==> src/ipv4rx_pkg.sv <==
package ipv4rx_pkg;

    // Header field constants.
    localparam logic [3:0]  IpVersion4     = 4'd4;
    localparam logic [7:0]  ProtoIcmp      = 8'd1;
    localparam logic [7:0]  ProtoTcp       = 8'd6;
    localparam logic [7:0]  ProtoUdp       = 8'd17;
    localparam logic [15:0] MinPacketBytes = 16'd20;
    localparam logic [5:0]  MinHeaderBytes = 6'd20;
    localparam logic [6:0]  IcmpExtraBytes = 7'd8;
    localparam logic [15:0] CsumGood       = 16'hFFFF;
    localparam logic [15:0] CountMax       = 16'hFFFF;
    localparam logic [31:0] LimitedBcast   = 32'hFFFF_FFFF;

    // Configuration port.
    localparam int CfgIndexWidth = 2;
    localparam int CfgDataWidth  = 32;
    localparam logic [2:0] ProtocolsEnabledReset = 3'b111;

    typedef enum logic [CfgIndexWidth-1:0] {
        CFG_IFACE_ADDRESS  = 2'd0,
        CFG_SUBNET_MASK    = 2'd1,
        CFG_PROTOCOLS      = 2'd2
    } cfg_index_t;

    // Bit positions in protocols_enabled.
    localparam int EnIcmpBit = 0;
    localparam int EnTcpBit  = 1;
    localparam int EnUdpBit  = 2;

    typedef enum logic [3:0] {
        VERDICT_ICMP        = 4'd0,
        VERDICT_TCP         = 4'd1,
        VERDICT_UDP         = 4'd2,
        VERDICT_BAD_HEADER  = 4'd3,
        VERDICT_BAD_CSUM    = 4'd4,
        VERDICT_FRAG_UNSUPP = 4'd5,
        VERDICT_IGNORE      = 4'd6,
        VERDICT_UNKNOWN     = 4'd7,
        VERDICT_UNREACHABLE = 4'd8
    } verdict_t;

    typedef enum logic [1:0] {
        REPLY_NONE          = 2'd0,
        REPLY_HOST_UNREACH  = 2'd1,
        REPLY_PROTO_UNREACH = 2'd2
    } icmp_reply_t;

    // Queue between the byte parser and the verdict stage.
    localparam int QueueDepth    = 4;
    localparam int QueuePtrWidth = $clog2(QueueDepth);

    // Everything the verdict stage needs to know about one finished packet.
    typedef struct packed {
        logic [15:0] byte_total;
        logic [7:0]  ver_ihl;
        logic [15:0] checksum;
        logic [15:0] pkt_length;
        logic [15:0] frag_field;
        logic [7:0]  protocol;
        logic [31:0] source;
        logic [31:0] dest;
        logic        bcast;
    } pkt_summary_t;

    typedef struct packed {
        logic full;
        logic empty;
    } queue_status_t;

    // Ones' complement 16-bit add with end-around carry.
    function automatic logic [15:0] ones_add(input logic [15:0] a, input logic [15:0] b);
        logic [16:0] sum;
        logic [16:0] folded;
        sum    = {1'b0, a} + {1'b0, b};
        folded = {1'b0, sum[15:0]} + {16'd0, sum[16]};
        return folded[15:0];
    endfunction

endpackage

==> src/ipv4rx_verdict.sv <==
module ipv4rx_verdict (
    input  logic                                 aclk,
    input  logic                                 aresetn,
    input  logic                                 cfg_wr_en,
    input  logic [ipv4rx_pkg::CfgIndexWidth-1:0] cfg_index,
    input  logic [ipv4rx_pkg::CfgDataWidth-1:0]  cfg_wr_data,
    input  ipv4rx_pkg::pkt_summary_t             head_data,
    input  ipv4rx_pkg::queue_status_t            status,
    output logic                                 pop,
    output logic                                 m_valid,
    input  logic                                 m_ready,
    output logic [3:0]                           m_verdict,
    output logic [5:0]                           m_header_bytes,
    output logic [7:0]                           m_protocol,
    output logic [31:0]                          m_source_address,
    output logic [31:0]                          m_dest_address,
    output logic [15:0]                          m_pad_bytes,
    output logic [1:0]                           m_icmp_reply,
    output logic [6:0]                           m_icmp_keep_bytes
);
    import ipv4rx_pkg::*;

    logic [31:0] iface_address_reg;
    logic [31:0] subnet_mask_reg;
    logic [2:0]  protocols_enabled_reg;

    logic        m_valid_reg, m_valid_next;
    verdict_t    verdict_reg, verdict_next;
    logic [5:0]  hdr_bytes_reg;
    logic [7:0]  protocol_reg;
    logic [31:0] source_reg;
    logic [31:0] dest_reg;
    logic [15:0] pad_reg, pad_next;
    icmp_reply_t reply_reg, reply_next;
    logic [6:0]  keep_reg, keep_next;

    logic [5:0]  hdr;
    logic [6:0]  keep_full;
    logic        is_frag;
    logic        header_bad;
    logic        length_bad;
    logic        may_reply;

    // Configuration registers.
    always_ff @(posedge aclk) begin
        if (!aresetn) begin
            iface_address_reg     <= '0;
            subnet_mask_reg       <= '0;
            protocols_enabled_reg <= ProtocolsEnabledReset;
        end else if (cfg_wr_en) begin
            unique case (cfg_index)
                CFG_IFACE_ADDRESS: iface_address_reg     <= cfg_wr_data;
                CFG_SUBNET_MASK:   subnet_mask_reg       <= cfg_wr_data;
                CFG_PROTOCOLS:     protocols_enabled_reg <= cfg_wr_data[2:0];
                default: ;
            endcase
        end
    end

    // A summary moves into the output register whenever that register is free.
    assign pop          = !status.empty && (!m_valid_reg || m_ready);
    assign m_valid_next = pop || (m_valid_reg && !m_ready);

    // Classify the packet at the head of the queue.
    always_comb begin
        hdr        = {head_data.ver_ihl[3:0], 2'b00};
        keep_full  = {1'b0, hdr} + IcmpExtraBytes;
        is_frag    = head_data.frag_field[13] || (head_data.frag_field[12:0] != '0);
        header_bad = (head_data.byte_total < MinPacketBytes)
                  || (head_data.ver_ihl[7:4] != IpVersion4)
                  || (hdr < MinHeaderBytes)
                  || (head_data.byte_total < {10'd0, hdr});
        length_bad = (head_data.pkt_length > head_data.byte_total)
                  || (head_data.pkt_length < {10'd0, hdr});
        pad_next   = '0;
        reply_next = REPLY_NONE;
        keep_next  = '0;
        may_reply  = 1'b0;

        priority if (header_bad) begin
            verdict_next = VERDICT_BAD_HEADER;
        end else if (head_data.checksum != CsumGood) begin
            verdict_next = VERDICT_BAD_CSUM;
        end else if (length_bad) begin
            verdict_next = VERDICT_BAD_HEADER;
        end else begin
            pad_next = head_data.byte_total - head_data.pkt_length;
            if (is_frag) begin
                if (!head_data.bcast && iface_address_reg != '0
                        && head_data.dest == iface_address_reg) begin
                    verdict_next = VERDICT_FRAG_UNSUPP;
                end else begin
                    verdict_next = VERDICT_IGNORE;
                end
            end else begin
                priority if (head_data.protocol == ProtoIcmp
                        && protocols_enabled_reg[EnIcmpBit]) begin
                    verdict_next = VERDICT_ICMP;
                end else if (head_data.protocol == ProtoTcp
                        && protocols_enabled_reg[EnTcpBit]) begin
                    verdict_next = VERDICT_TCP;
                end else if (head_data.protocol == ProtoUdp
                        && protocols_enabled_reg[EnUdpBit]) begin
                    verdict_next = VERDICT_UDP;
                end else begin
                    verdict_next = (head_data.dest == iface_address_reg)
                                 ? VERDICT_UNKNOWN : VERDICT_UNREACHABLE;
                    may_reply = 1'b1;
                end
            end
        end

        // No ICMP error goes back for broadcasts of any kind.
        if (may_reply && !head_data.bcast
                && head_data.dest != (iface_address_reg | ~subnet_mask_reg)
                && head_data.dest != LimitedBcast) begin
            reply_next = (verdict_next == VERDICT_UNKNOWN)
                       ? REPLY_PROTO_UNREACH : REPLY_HOST_UNREACH;
            keep_next  = ({9'd0, keep_full} > head_data.pkt_length)
                       ? head_data.pkt_length[6:0] : keep_full;
        end
    end

    always_ff @(posedge aclk) begin
        if (!aresetn) begin
            m_valid_reg <= 1'b0;
        end else begin
            m_valid_reg <= m_valid_next;
        end
    end

    // Result payload.
    always_ff @(posedge aclk) begin
        if (pop) begin
            verdict_reg   <= verdict_next;
            hdr_bytes_reg <= hdr;
            protocol_reg  <= head_data.protocol;
            source_reg    <= head_data.source;
            dest_reg      <= head_data.dest;
            pad_reg       <= pad_next;
            reply_reg     <= reply_next;
            keep_reg      <= keep_next;
        end
    end

    assign m_valid           = m_valid_reg;
    assign m_verdict         = verdict_reg;
    assign m_header_bytes    = hdr_bytes_reg;
    assign m_protocol        = protocol_reg;
    assign m_source_address  = source_reg;
    assign m_dest_address    = dest_reg;
    assign m_pad_bytes       = pad_reg;
    assign m_icmp_reply      = reply_reg;
    assign m_icmp_keep_bytes = keep_reg;

endmodule

==> config.mk <==
export PLATFORM = sky130hd
export DESIGN_NAME = ipv4rx_verdict
export DESIGN_NICKNAME = d
export VERILOG_FILES = /design/src/ipv4rx_pkg.sv /design/src/ipv4rx_verdict.sv
export SDC_FILE = /design/constraint.sdc
export NUM_CORES = 1
export LEC_CHECK = 0
export BUFFER_PORTS_ARGS = -buffer_cell sky130_fd_sc_hd__buf_4
export CORE_AREA = 4 4 134 136
export CTS_CLUSTER_DIAMETER = 40
export CTS_CLUSTER_SIZE = 16
export DETAILED_ROUTE_END_ITERATION = 8
export DIE_AREA = 0 0 138 140
export MAX_ROUTING_LAYER = met4
export PLACE_DENSITY = 0.79
export SETUP_SLACK_MARGIN = 0.02
export SLEW_MARGIN = 25
export SYNTH_ARGS = -nofsm -noshare
export SYNTH_HDL_FRONTEND = slang
export SYNTH_SLANG_ARGS = --single-unit
==> constraint.sdc <==
create_clock -name aclk -period 7.4 [get_ports aclk]
set_clock_uncertainty 0.15 [all_clocks]
set_input_delay 0.74 -clock aclk [delete_from_list [all_inputs] [get_ports aclk]]
set_output_delay 0.74 -clock aclk [all_outputs]
set_load 0.005 [all_outputs]
Word level (Yosys, flattened, before mapping) --
Cells that the tools add are included.
Operators by class: $add $sub $neg 2, magnitude comparators 6, equal/unequal tests 11, multiplexer cells 18, bitwise gates (word level) 2, reductions and logical operators 28
Operators with widths (number):
- 32-bit == test | 1
- 16-bit by 6-bit less-than comparator with 1-bit output | 2
- 4-bit 2-to-1 mux | 8
- 32-bit != test | 1
- 32-bit != test, second input constant | 1
- 32-bit inverter | 1
- 32-bit OR | 1
- 32-bit nonzero test | 1
- 16-bit > comparator | 1
- 7-bit by 16-bit > comparator with 1-bit output | 1
- 16-bit by 5-bit less-than comparator with 1-bit output, second input constant | 1
- 16-bit != test, second input constant | 1
- 16-bit subtractor | 1
- 13-bit nonzero test | 1
- 1-bit logical AND | 10
- 8-bit by 1-bit == test with 1-bit output, second input constant | 1
- 8-bit by 3-bit == test with 1-bit output, second input constant | 1
- 8-bit by 5-bit == test with 1-bit output, second input constant | 1
- 6-bit by 4-bit adder with 7-bit output, second input constant | 1
- 1-bit logical OR | 7
- 1-bit 2-to-1 mux | 7
- 7-bit 2-to-1 mux | 1
- 6-bit by 5-bit less-than comparator with 1-bit output, second input constant | 1
- 2-bit AND reduction | 3
- 8 further kinds | 12
Storage, ports and cells: flip-flop bits (word level) 173, bits of input ports 185, output and inout bits 109

Longest topological paths before layout --
Gate-level depths: netlist of run 1.
depth after elaboration 12, mapped depth 11

Least setup slack after synthesis of run 1 --
OpenSTA, ideal clock, no wires.
path type in2out, start in m_ready, end out pop, data arrival time 5562 ps, slack 948 ps, cell stages on the path 2, buffers on the path 0, path through nand2b_1 nor2b_1
Between the ends: word-level cells in the longest chain between the ends 2
Ends and longest elaborated chain:
- start, declared | RTL line ipv4rx_verdict.sv:11 | input logic m_ready,
- 1-bit logical OR | RTL line ipv4rx_verdict.sv:61 | assign pop = !status.empty && (!m_valid_reg || m_ready);
- 1-bit logical AND | RTL line ipv4rx_verdict.sv:61
- end, declared | RTL line ipv4rx_verdict.sv:9 | output logic pop,
No other way between the ends.

Worst setup path after layout of run 1 --
start in head_data[89] (netlist bit), end reg pad_reg[4], in the netlist m_pad_bytes[4] (data pin)
Between the ends: word-level cells in the longest chain between the ends 3
Ends and longest elaborated chain:
- start, declared | RTL line ipv4rx_verdict.sv:7 | input ipv4rx_pkg::pkt_summary_t head_data,
- 16-bit > comparator / 16-bit by 6-bit less-than comparator with 1-bit output (equally long branches) | RTL line ipv4rx_verdict.sv:73, ipv4rx_verdict.sv:74
- 1-bit logical OR | RTL line ipv4rx_verdict.sv:74 | || (head_data.pkt_length < {10'd0, hdr});
- 3-bit OR reduction (no source line)
- end signal, assigned | RTL line ipv4rx_verdict.sv:140 | pad_reg <= pad_next;
- end, declared | RTL line ipv4rx_verdict.sv:33 | logic [15:0] pad_reg, pad_next;
Parallel ways exist; a longest one is shown, timed or not. A chain may end at the register's enable or synchronous reset.

==> metrics.yaml, run 1 <==
place:
  place_congestion: 0.929
  port_buffers: 288
  dp_hpwl_um: 19500
finish:
  drive_gt1_frac: 0.315
  syn2layout_area_growth_pct: 36.3
  final_core_util: 0.662
  nNetsFinal: 1276
  antenna_cells: 0
yosys:
  synthFlopType: "edfxtp_1"
  syn-cell-area_um2: 8220
  async_flop_share: 0
  synthTopCellsByCount: "140 x nand2_1, 105 x edfxtp_1, 68 x a21boi_0, 68 x dfxtp_1, 37 x xor2_1"
  synth_edf_count: 105
  syn_area_per_cell_um2: 10.6
  synth.distinct_cells: 59
  ys_seq_area_frac: 0.549
  yosys_register_bits: 173
  synth_top_area_frac: 0.384
  yosysWarnings: 0
  synth.area.top_cells: "edfxtp_1 38%, dfxtp_1 17%, nand2_1 6.4%"
  yosys.area.top_type: "edfxtp_1"
  yosysMostFrequentCell: "nand2_1"
  postSynthCellCount: 774
global_route:
  gr-total-overflow: 0
  grt_pass1_wl_um: 38500
  grt_pass1_vias: 6949
  grt_max_degree: 70
  antenna_found_initial: 0
  grt_util_all_layers: 0.261
route:
  wl_per_cell_um: 19.3
  drt-pass1-iter-count: 5
  remaining_drc_errors: 0
  antenna_left: 0
  dr_total_vias: 6939
  vias_per_cell: 5.34
  drt_iter0_drc: 410
  drt-total-wl_um: 25100
worst_setup_path:
  timing.rr.start: "iface_address_reg[26]"
  crit_fanout: 17
  end_kind: "flop"
  required_ns: 7.52
  r2r_cells: 7
  arrival_ns: 3.13
  crit_path_start_kind: "input port"
  critical_path_class: "in -> reg"
  crit_start: "head_data[89]"
  r2r_slack_ns: 4.89
  rr_endpoint: "m_icmp_reply[0]"
clocking:
  cts.sinks: 173
  cts_resized: 0
  holdBufCountCts: 0
  cts_tree: "yes"
  cts_made_buffers: 17
  cts_setup_buffers: 0
  ctsHtreeMaxLevel: 4
  clock-root-buffer: "clkbuf_16"
  ctsLongestPathBuffers: 2
  worstSkewPairLatency_ns: 0.43
  clk_pin_slew_ns: 0.07
floorplanning:
  start_util: 0.485
  core_um2: 16900
  fp.dieH_um: 140
  die_area_um2: 19300
  io_pins: 294
  die_x_um: 138
  rows: 48
sta:
  fmax_mhz: 332
  worstMarginPinSlew_ns: 0.860
  timing.hold.ws_ns: 0.316
  slew_violations: 0
  hold_viol: 0
  finalSetupTns_ns: 0
  min_period_over_period: 0.407
  finalSetupViolCount: 0
  fin_crit_ns: 3.01
  rsz0062_at_grt: "false"
  max-slew-margin-rel: 0.427
power_and_ir_drop:
  ir_drop_uv: 164
  p_per_area_nw_per_um2: 206
  p_leak_nw: 4.67
min_path:
  min_to: "subnet_mask_reg[8]"
  hold_class: "reg -> reg"
  hp-start: "subnet_mask_reg[8]"
  hold_depth: 2
job:
  maxCapViolations: 0
outcome:
  status: "completed"
==> routing by layer <==
metal / GRT usage / wire (um)
met1: 0.296 / 9580
met4: 0.0816 / 599
met3: 0.0550 / 1660
met2: 0.463 / 13200
met5: - / 0
==> worst max-delay path, cell delays in order <==
cell,delay (ns)
buf_4,0.11
ha_1,0.22
fa_1,0.37
and2b_1,0.24
o31a_2,0.18
o211ai_1,0.15
and2_1,0.20
a211oi_2,0.34
nand2_2,0.30
a211oi_1,0.28
==> cells in the final DEF, fill, tap and decap left out, types with 12 or more instances in the layout <==
cell type	count
a21boi_0	68
a21oi_1	23
buf_4	293
clkbuf_16	17
dfxtp_1	68
edfxtp_1	105
ha_1	28
inv_1	30
nand2_1	140
nand4_1	24
nor2_1	34
nor2b_1	17
nor3_1	14
nor4_1	26
o21ai_0	12
xnor2_1	20
xor2_1	37
==> area by class of cell <==
class	instances	area, um2
fill	1360	5730
tap	225	282
timing repair buffer	293	2200
clock inverter	15	168
inverter	30	113
multi-input combinational	547	3500
sequential	173	4510
clock buffer	17	425
==> how the worst max path moves through the flow <==
stage | cells past startpoint | slack, ns | endpoint
floorplan | 2 | 0.95 | pop
global placement | 10 | 3.99 | m_pad_bytes[4]
detailed placement | 10 | 3.97 | m_pad_bytes[4]
CTS | 10 | 4.40 | m_pad_bytes[4]
global route | 10 | 4.21 | m_pad_bytes[4]
finish | 10 | 4.39 | m_pad_bytes[4]
==> cells by family (layout without fill, tap and decap cells) <==
kind of cell	Yosys count	count (layout)	share of synthesized area
AND/OR/NAND/NOR	302	302	0.181
flip-flops	173	173	0.549
AO/OA/AOI/OAI	153	153	0.132
XOR/XNOR	57	57	0.0607
buffers and inverters	55	355	0.0265
adder cells (fa/ha/maj)	29	29	0.0451
multiplexers	4	4	0.00487
other	1	2	0.000456
==> stage by stage <==
stage	instances	total power, mW	instance area (um2)	worst slack, ns
CTS	1300	2.33	11200	4.40
floorplan	775	1.26	8220	0.948
global placement	1268	1.44	10600	3.99
finish	1300	2.31	11200	4.39
global route	1300	2.40	11200	4.21
detailed placement	1268	1.45	10600	3.97
==> report_power, final <==
part | internal, mW | leakage [nW] | switching [mW]
registers | 1.07 | 1.57 | 0.0209
logic | 0.169 | 2.81 | 0.164
clock network | 0.455 | 0.287 | 0.433
No activity file was read; power rests on OpenSTA's default activity.
==> run 2: changes to the inputs <==
- ABC_AREA: unset -> 1
- CORE_AREA: 4 4 134 136 -> 4 4 141 143
- DIE_AREA: 0 0 138 140 -> 0 0 145 147
- PLACE_DENSITY: 0.79 -> 0.77
- clock period: 7.4 -> 2.56 ns (I/O delays scaled with it)
==> metrics.yaml, run 2 <==
worst_setup_path:
  cpPeakStageDelay_ns: 0.55  # was 0.37 ns
  path_common_cell: "buf_4"
  crit_fanout: 13  # was 17
  end_kind: "flop"  # unchanged
  arrival_ns: 2.44  # was 3.13 ns
  required_ns: 2.60  # was 7.52 ns
  crit_path_start_kind: "input port"  # unchanged
  cp_slowest_cell: "dlygate4sd3_1"  # was fa_1
  critical_path_class: "in -> reg"  # unchanged
  path_cells: "dlygate4sd3_1 > buf_4 > inv_1 > ha_1 > a21oi_1 > o211ai_1 > buf_4 > o21ai_2 > nor2_4 > inv_2 > buf_4 > a21oi_1 > o21a_1"  # was buf_4 > ha_1 > fa_1 > and2b_1 > o31a_2 > o211ai_1 > and2_1 > a211oi_2 > nand2_2 > a211oi_1
yosys:
  synth-xor-area-share: 0.0321  # was 0.0607
  syn-cell-area_um2: 8460  # was 8220 um2
  synth_compound_area_frac: 0.118  # was 0.132
  synth_top_area_frac: 0.373  # was 0.384
  yosys.area.top_type: "edfxtp_1"  # unchanged
  ys_seq_area_frac: 0.533  # was 0.549
  synth.area.top_cells: "edfxtp_1 37%, dfxtp_1 16%, nand2_1 7.9%"  # was edfxtp_1 38%, dfxtp_1 17%, nand2_1 6.4%
  synthTopCellsByCount: "179 x nand2_1, 152 x nor2_1, 105 x edfxtp_1"  # was 140 x nand2_1, 105 x edfxtp_1, 68 x a21boi_0, 68 x dfxtp_1, 37 x xor2_1
  async_flop_share: 0  # unchanged
  yosys_register_bits: 173  # unchanged
  synth_top_family_by_area: "simple AND/OR/NAND/NOR gates"  # unchanged
  syn_area_per_cell_um2: 8.75  # was 10.6 um2
  yosysMostFrequentCell: "nand2_1"  # unchanged
  synthFlopType: "edfxtp_1"  # unchanged
  synth_edf_count: 105  # unchanged
  synth-simple-area-share: 0.214  # was 0.181
  muxShareOfSynthArea: 0.00118  # was 0.00487
  postSynthCellCount: 967  # was 774
  yosysWarnings: 0  # unchanged
  synth.distinct_cells: 47  # was 59
  synth_adder_area_share: 0.0438  # was 0.0451
global_route:
  antenna_found_initial: 0  # unchanged
  grt_pass1_wl_um: 45700  # was 38500 um
  grt_max_degree: 69  # was 70
  grt_pass1_vias: 8313  # was 6949
  grt_util_all_layers: 0.280  # was 0.261
  gr-total-overflow: 0  # unchanged
clocking:
  cts_tree: "yes"  # unchanged
  worstSkewPairLatency_ns: 0.44  # was 0.43 ns
  clk_pin_slew_ns: 0.07  # about the same
  ctsLongestPathBuffers: 2  # unchanged
  cts_made_buffers: 17  # unchanged
  ctsHtreeMaxLevel: 4  # unchanged
  cts.sinks: 173  # unchanged
  clock-root-buffer: "clkbuf_16"  # unchanged
floorplanning:
  rows: 50  # was 48
  io_pins: 294  # unchanged
  die_x_um: 145  # was 138 um
  die_area_um2: 21300  # was 19300 um2
  core_um2: 18600  # was 16900 um2
  fp.dieH_um: 147  # was 140 um
  start_util: 0.456  # was 0.485
finish:
  drive_gt1_frac: 0.264  # was 0.315
  antenna_cells: 0  # unchanged
  final_cells: 1631  # was 1300
  nNetsFinal: 1598  # was 1276
  design_area_um2: 12800  # was 11200 um2
  syn2layout_area_growth_pct: 50.7  # was 36.3%
  final_cell_mix: "306 x buf_4, 178 x nand2_1, 152 x nor2_1"  # was 293 x buf_4, 140 x nand2_1, 105 x edfxtp_1
  layout_commonest_cell: "buf_4"  # unchanged
sta:
  min_period_over_period: 0.937
  worstMarginPinSlew_ns: 0.661  # was 0.860 ns
  fin_crit_ns: 2.40
  rsz0062_at_grt: "true"  # was false
  fmax_mhz: 417
  slew_violations: 0  # unchanged
  timing.hold.ws_ns: 0.0913  # was 0.316 ns
  finalSetupViolCount: 0  # unchanged
  max-slew-margin-rel: 0.555  # was 0.427
  setup_ws_ns: 0.161  # was 4.39 ns
  hold_viol: 0  # unchanged
job:
  maxCapViolations: 0  # unchanged
route:
  wl_met2_um: 14600  # was 13200 um
  dr_total_vias: 8562  # was 6939
  antenna_left: 0  # unchanged
  vias_per_cell: 5.25  # was 5.34
  topRoutingLayerUsed: "met4"  # unchanged
  remaining_drc_errors: 0  # unchanged
  drt_iter0_drc: 722  # was 410
  dr_wl_met3_um: 2290  # was 1660 um
  wl_per_cell_um: 18.2  # was 19.3 um
  drt-total-wl_um: 29700  # was 25100 um
  drt-pass1-iter-count: 5  # unchanged
  wl_met1_um: 11700  # was 9580 um
place:
  dp_hpwl_um: 21200  # was 19500 um
  port_buffers: 288  # unchanged
  post-place-ws_ns: -0.159  # was 3.97 ns
  place_congestion: 0.935  # was 0.929
  placed_cell_area_um2: 11000  # was 10600 um2
  placed_cells: 1488  # was 1268
min_path:
  hold_class: "in -> reg"  # was reg -> reg
outcome:
  status: "completed"  # unchanged
power_and_ir_drop:
  p_leak_nw: 5.66  # was 4.67 nW
  ir_drop_uv: 474  # was 164 uV
  p_per_area_nw_per_um2: 565  # was 206 nW/um2
[run 2: changes by cell type in the layout (fill, tap and decap cells not counted), sizes merged, moves of 25 or more]
cell and delta:
a21oi +55, nand2 +38, dlygate4sd3 +110, nand3 +31
o21ai +69, a21boi -64, nor2 +120, inv +71
xor2 -25
[run 2: worst paths after layout]
| path | startpoint | end | slack, ns | cells after the start |
|---|---|---|---|---|
| setup / recovery | head_data[124] | m_pad_bytes[11] | 0.16 | 13 |
| hold / removal | head_data[89] | m_pad_bytes[0] | 0.09 | 3 |
| setup reg to reg | iface_address_reg[7] | m_icmp_reply[0] | 0.36 | 12 |
| hold reg to reg | subnet_mask_reg[14] | subnet_mask_reg[14] | 0.32 | 2 |
[run 2: routing by layer]
layer / GRT usage / up-vias
li1: - / 4084
met1: 0.334 / 3943
met2: 0.469 / 451
met5: - / -
met3: 0.0586 / 84
met4: 0.110 / 0
[run 2: what timing repair did]
| action | in CTS | in global routing |
|---|---|---|
| hold buffers | 110 | 0 |
| hold endpoints to repair | 139 | 0 |
| buffers inserted | 0 | 1 |
| endpoints found under the setup margin | 0 | 4 |
| gates resized for setup | 0 | 3 |
[run 2: cell type report]
type,count,area (um2)
timing repair buffer,418,3440
sequential,173,4520
multi-input combinational,669,3490
clock buffer,17,425
clock inverter,15,196
tap,234,293
fill,1452,5820
inverter,105,394
[run 2: critical path, delay by kind of cell]
kind	cells	cell delay [ns]
buf+inv	6	1.27
compound gates	5	0.58
fa+ha+maj	1	0.26
simple gates	1	0.06
[run 2: power breakdown]
group          total, mW  switching, mW  leakage [nW]  internal, mW
logic               1.28          0.646          3.79         0.631
registers           3.18         0.0713          1.58          3.11
clock network       2.75           1.25         0.298          1.49
total               7.21           1.97          5.66          5.24
[run 2: logic make-up (layout without fill, tap and decap cells)]
| logic type | after synthesis | after routing |
|---|---|---|
| AOI/OAI and AO/OA | 186 | 186 |
| xor gates and xnor gates | 31 | 31 |
| adders and majority gates | 29 | 29 |
| buffers and inverters | 126 | 555 |
| DFF | 173 | 173 |
| muxes | 1 | 1 |
| other | 1 | 2 |
| and+or+nand+nor | 420 | 420 |
[run 2: stage by stage]
step           power (mW)  setup TNS, ns   util
6_report             7.21              0  0.687
5_1_grt              7.49              0  0.687
4_1_cts              7.20              0  0.686
3_5_place_dp         4.35         -0.374  0.593
3_3_place_gp         4.33        -0.0372  0.593
2_1_floorplan        3.73         -12.70      -
==> run 3: changes to the inputs <==
--- a/config.mk
+++ b/config.mk
@@ -8,11 +8,11 @@
 export ABC_AREA = 1
 export BUFFER_PORTS_ARGS = -buffer_cell sky130_fd_sc_hd__buf_4
-export CORE_AREA = 4 4 141 143
+export CORE_AREA = 4 4 136 138
 export CTS_CLUSTER_DIAMETER = 40
 export CTS_CLUSTER_SIZE = 16
 export DETAILED_ROUTE_END_ITERATION = 8
-export DIE_AREA = 0 0 145 147
+export DIE_AREA = 0 0 140 142
 export MAX_ROUTING_LAYER = met4
-export PLACE_DENSITY = 0.77
+export PLACE_DENSITY = 0.78
 export SETUP_SLACK_MARGIN = 0.02
 export SLEW_MARGIN = 25
==> constraint.sdc (replaced) <==
create_clock -name aclk -period 2.5 [get_ports aclk]
set_clock_uncertainty 0.15 [all_clocks]
set_input_delay 0.125 -clock aclk [delete_from_list [all_inputs] [get_ports aclk]]
set_output_delay 0.125 -clock aclk [all_outputs]
set_load 0.005 [all_outputs]
==> metrics.yaml, run 3 (same netlist as run 2, synthesis figures left out) <==
outcome:
  status: "completed"  # unchanged
worst_setup_path:
  cp_slowest_cell: "dlygate4sd3_1"  # unchanged
  end_kind: "flop"  # unchanged
  arrival_ns: 2.42  # was 2.44 ns
  path_buf_inv: 4  # was 6
  required_ns: 2.54  # was 2.60 ns
  cpPeakStageDelay_ns: 0.54  # was 0.55 ns
  path_cells: "dlygate4sd3_1 > buf_4 > inv_1 > ha_4 > a21o_1 > a21boi_1 > nand2_2 > buf_4 > a21oi_1 > o21bai_1 > o21ai_0 > a21oi_1"  # was dlygate4sd3_1 > buf_4 > inv_1 > ha_1 > a21oi_1 > o211ai_1 > buf_4 > o21ai_2 > nor2_4 > inv_2 > buf_4 > a21oi_1 > o21a_1
  crit_fanout: 6  # was 13
  critical_path_class: "in -> reg"  # unchanged
  critPathTopFamily: "compound AO/OA/AOI/OAI gates"  # was buffers and inverters
  crit_path_start_kind: "input port"  # unchanged
finish:
  antenna_cells: 0  # unchanged
  design_area_um2: 13000  # was 12800 um2
  final_cell_mix: "307 x buf_4, 177 x nand2_1, 152 x nor2_1"  # was 306 x buf_4, 178 x nand2_1, 152 x nor2_1
  drive_gt1_frac: 0.270  # was 0.264
  nFillCells: 1184  # was 1452
  final_core_util: 0.756  # was 0.687
  final_cells: 1639  # was 1631
  syn2layout_area_growth_pct: 53.3  # was 50.7%
  layout_commonest_cell: "buf_4"  # unchanged
  nNetsFinal: 1615  # was 1598
place:
  post-place-ws_ns: -0.0269  # was -0.159 ns
  place_congestion: 0.967  # was 0.935
  placed_cell_area_um2: 11000  # about the same
  port_buffers: 288  # unchanged
  placed_cells: 1480  # was 1488
  dp_hpwl_um: 21000  # was 21200 um
power_and_ir_drop:
  ir_drop_uv: 520  # was 474 uV
  p_per_area_nw_per_um2: 565  # about the same
  p_leak_nw: 5.74  # was 5.66 nW
clocking:
  ctsHtreeMaxLevel: 4  # unchanged
  ctsLongestPathBuffers: 2  # unchanged
  cts_tree: "yes"  # unchanged
  clk_pin_slew_ns: 0.08  # was 0.07 ns
  cts.sinks: 173  # unchanged
  worstSkewPairLatency_ns: 0.43  # was 0.44 ns
  clock-root-buffer: "clkbuf_16"  # unchanged
  cts_made_buffers: 17  # unchanged
sta:
  setup_ws_ns: 0.117  # was 0.161 ns
  max-slew-margin-rel: 0.493  # was 0.555
  hold_viol: 0  # unchanged
  rsz0062_at_grt: "false"  # was true
  fmax_mhz: 420
  min_period_over_period: 0.953
  worstMarginPinSlew_ns: 0.759  # was 0.661 ns
  slew_violations: 0  # unchanged
  finalSetupViolCount: 0  # unchanged
  fin_crit_ns: 2.38
global_route:
  grt_max_degree: 69  # unchanged
  grt_util_all_layers: 0.293  # was 0.280
  gr-total-overflow: 0  # unchanged
  antenna_found_initial: 0  # unchanged
  grt_pass1_wl_um: 44500  # was 45700 um
  grt_pass1_vias: 8206  # was 8313
floorplanning:
  io_pins: 294  # unchanged
  core_um2: 17200  # was 18600 um2
  die_area_um2: 19900  # was 21300 um2
  rows: 48  # was 50
  die_x_um: 140  # was 145 um
  start_util: 0.493  # was 0.456
  fp.dieH_um: 142  # was 147 um
route:
  antenna_left: 0  # unchanged
  dr_total_vias: 8574  # was 8562
  wl_per_cell_um: 18.2  # about the same
  remaining_drc_errors: 0  # unchanged
  drt-pass1-iter-count: 6  # was 5
  vias_per_cell: 5.23  # was 5.25
  drt-total-wl_um: 29900  # was 29700 um
  drt_iter0_drc: 819  # was 722
job:
  maxCapViolations: 0  # unchanged
min_path:
  hold_class: "in -> reg"  # unchanged
==> run 3: changes by cell type in the layout (fill, tap and decap cells not counted), moves of 2 or more <==
cell,previous run,this run
ha_1,28,23
a21boi_0,3,1
inv_12,0,2
ha_4,0,5
clkinv_8,2,4
buf_6,0,2
dlygate4sd3_1,110,122
bufinv_16,2,0
==> run 3: layer usage <==
layer	global-route usage	part of all wire	vias up
li1	-	-	4115
met1	0.361	0.39	3912
met2	0.489	0.49	461
met3	0.0524	0.083	86
met4	0.102	0.034	0
met5	-	0	-
==> run 3: per-stage QoR <==
stage	setup TNS, ns	hold slack, ns	power (mW)
finish	0	0.0121	7.33
global route	0	0.0291	7.60
CTS	0	0.00971	7.28
detailed placement	-0.0480	0.155	4.45
global placement	0	0.153	4.43
floorplan	-18.92	0.0739	3.82
==> run 3: final timing paths <==
kind | to | cells past startpoint | slack [ns] | start
worst max-delay path | m_pad_bytes[14] | 12 | 0.12 | head_data[94]
worst min-delay path | m_icmp_keep_bytes[1] | 3 | 0.01 | head_data[90]
worst min register to register | subnet_mask_reg[14] | 2 | 0.31 | subnet_mask_reg[14]
worst max register to register | m_icmp_reply[0] | 8 | 0.18 | iface_address_reg[26]
==> run 3: cell type report <==
cell class / instances / area, um2 / area share
Multi-Input combinational cell: 670 / 3580 / 0.276
Timing Repair Buffer: 434 / 3600 / 0.277
Clock buffer: 17 / 425 / 0.0328
Sequential cell: 173 / 4520 / 0.348
Tap cell: 225 / 282 / 0.0217
Clock inverter: 15 / 185 / 0.0143
Inverter: 105 / 394 / 0.0304
==> run 3: report_power, final <==
part | leakage (nW) | switching [mW] | internal, mW | total [mW]
clock network | 0.293 | 1.34 | 1.37 | 2.71
registers | 1.58 | 0.0757 | 3.19 | 3.26
logic | 3.87 | 0.673 | 0.680 | 1.35
==> run 3: what timing repair did <==
action	in CTS	in global routing
hold buffers	122	1
hold endpoints to repair	165	1
endpoints found under the setup margin	0	23
setup buffers	0	3
gates resized for setup	0	19
==> run 3: worst register-to-register path, delay by kind of cell (launching register included) <==
kind	cells	cell delay, ns
buffers and inverters	1	0.10
AND/OR/NAND/NOR	6	1.32
XOR/XNOR	1	0.18
flip-flops	1	0.31
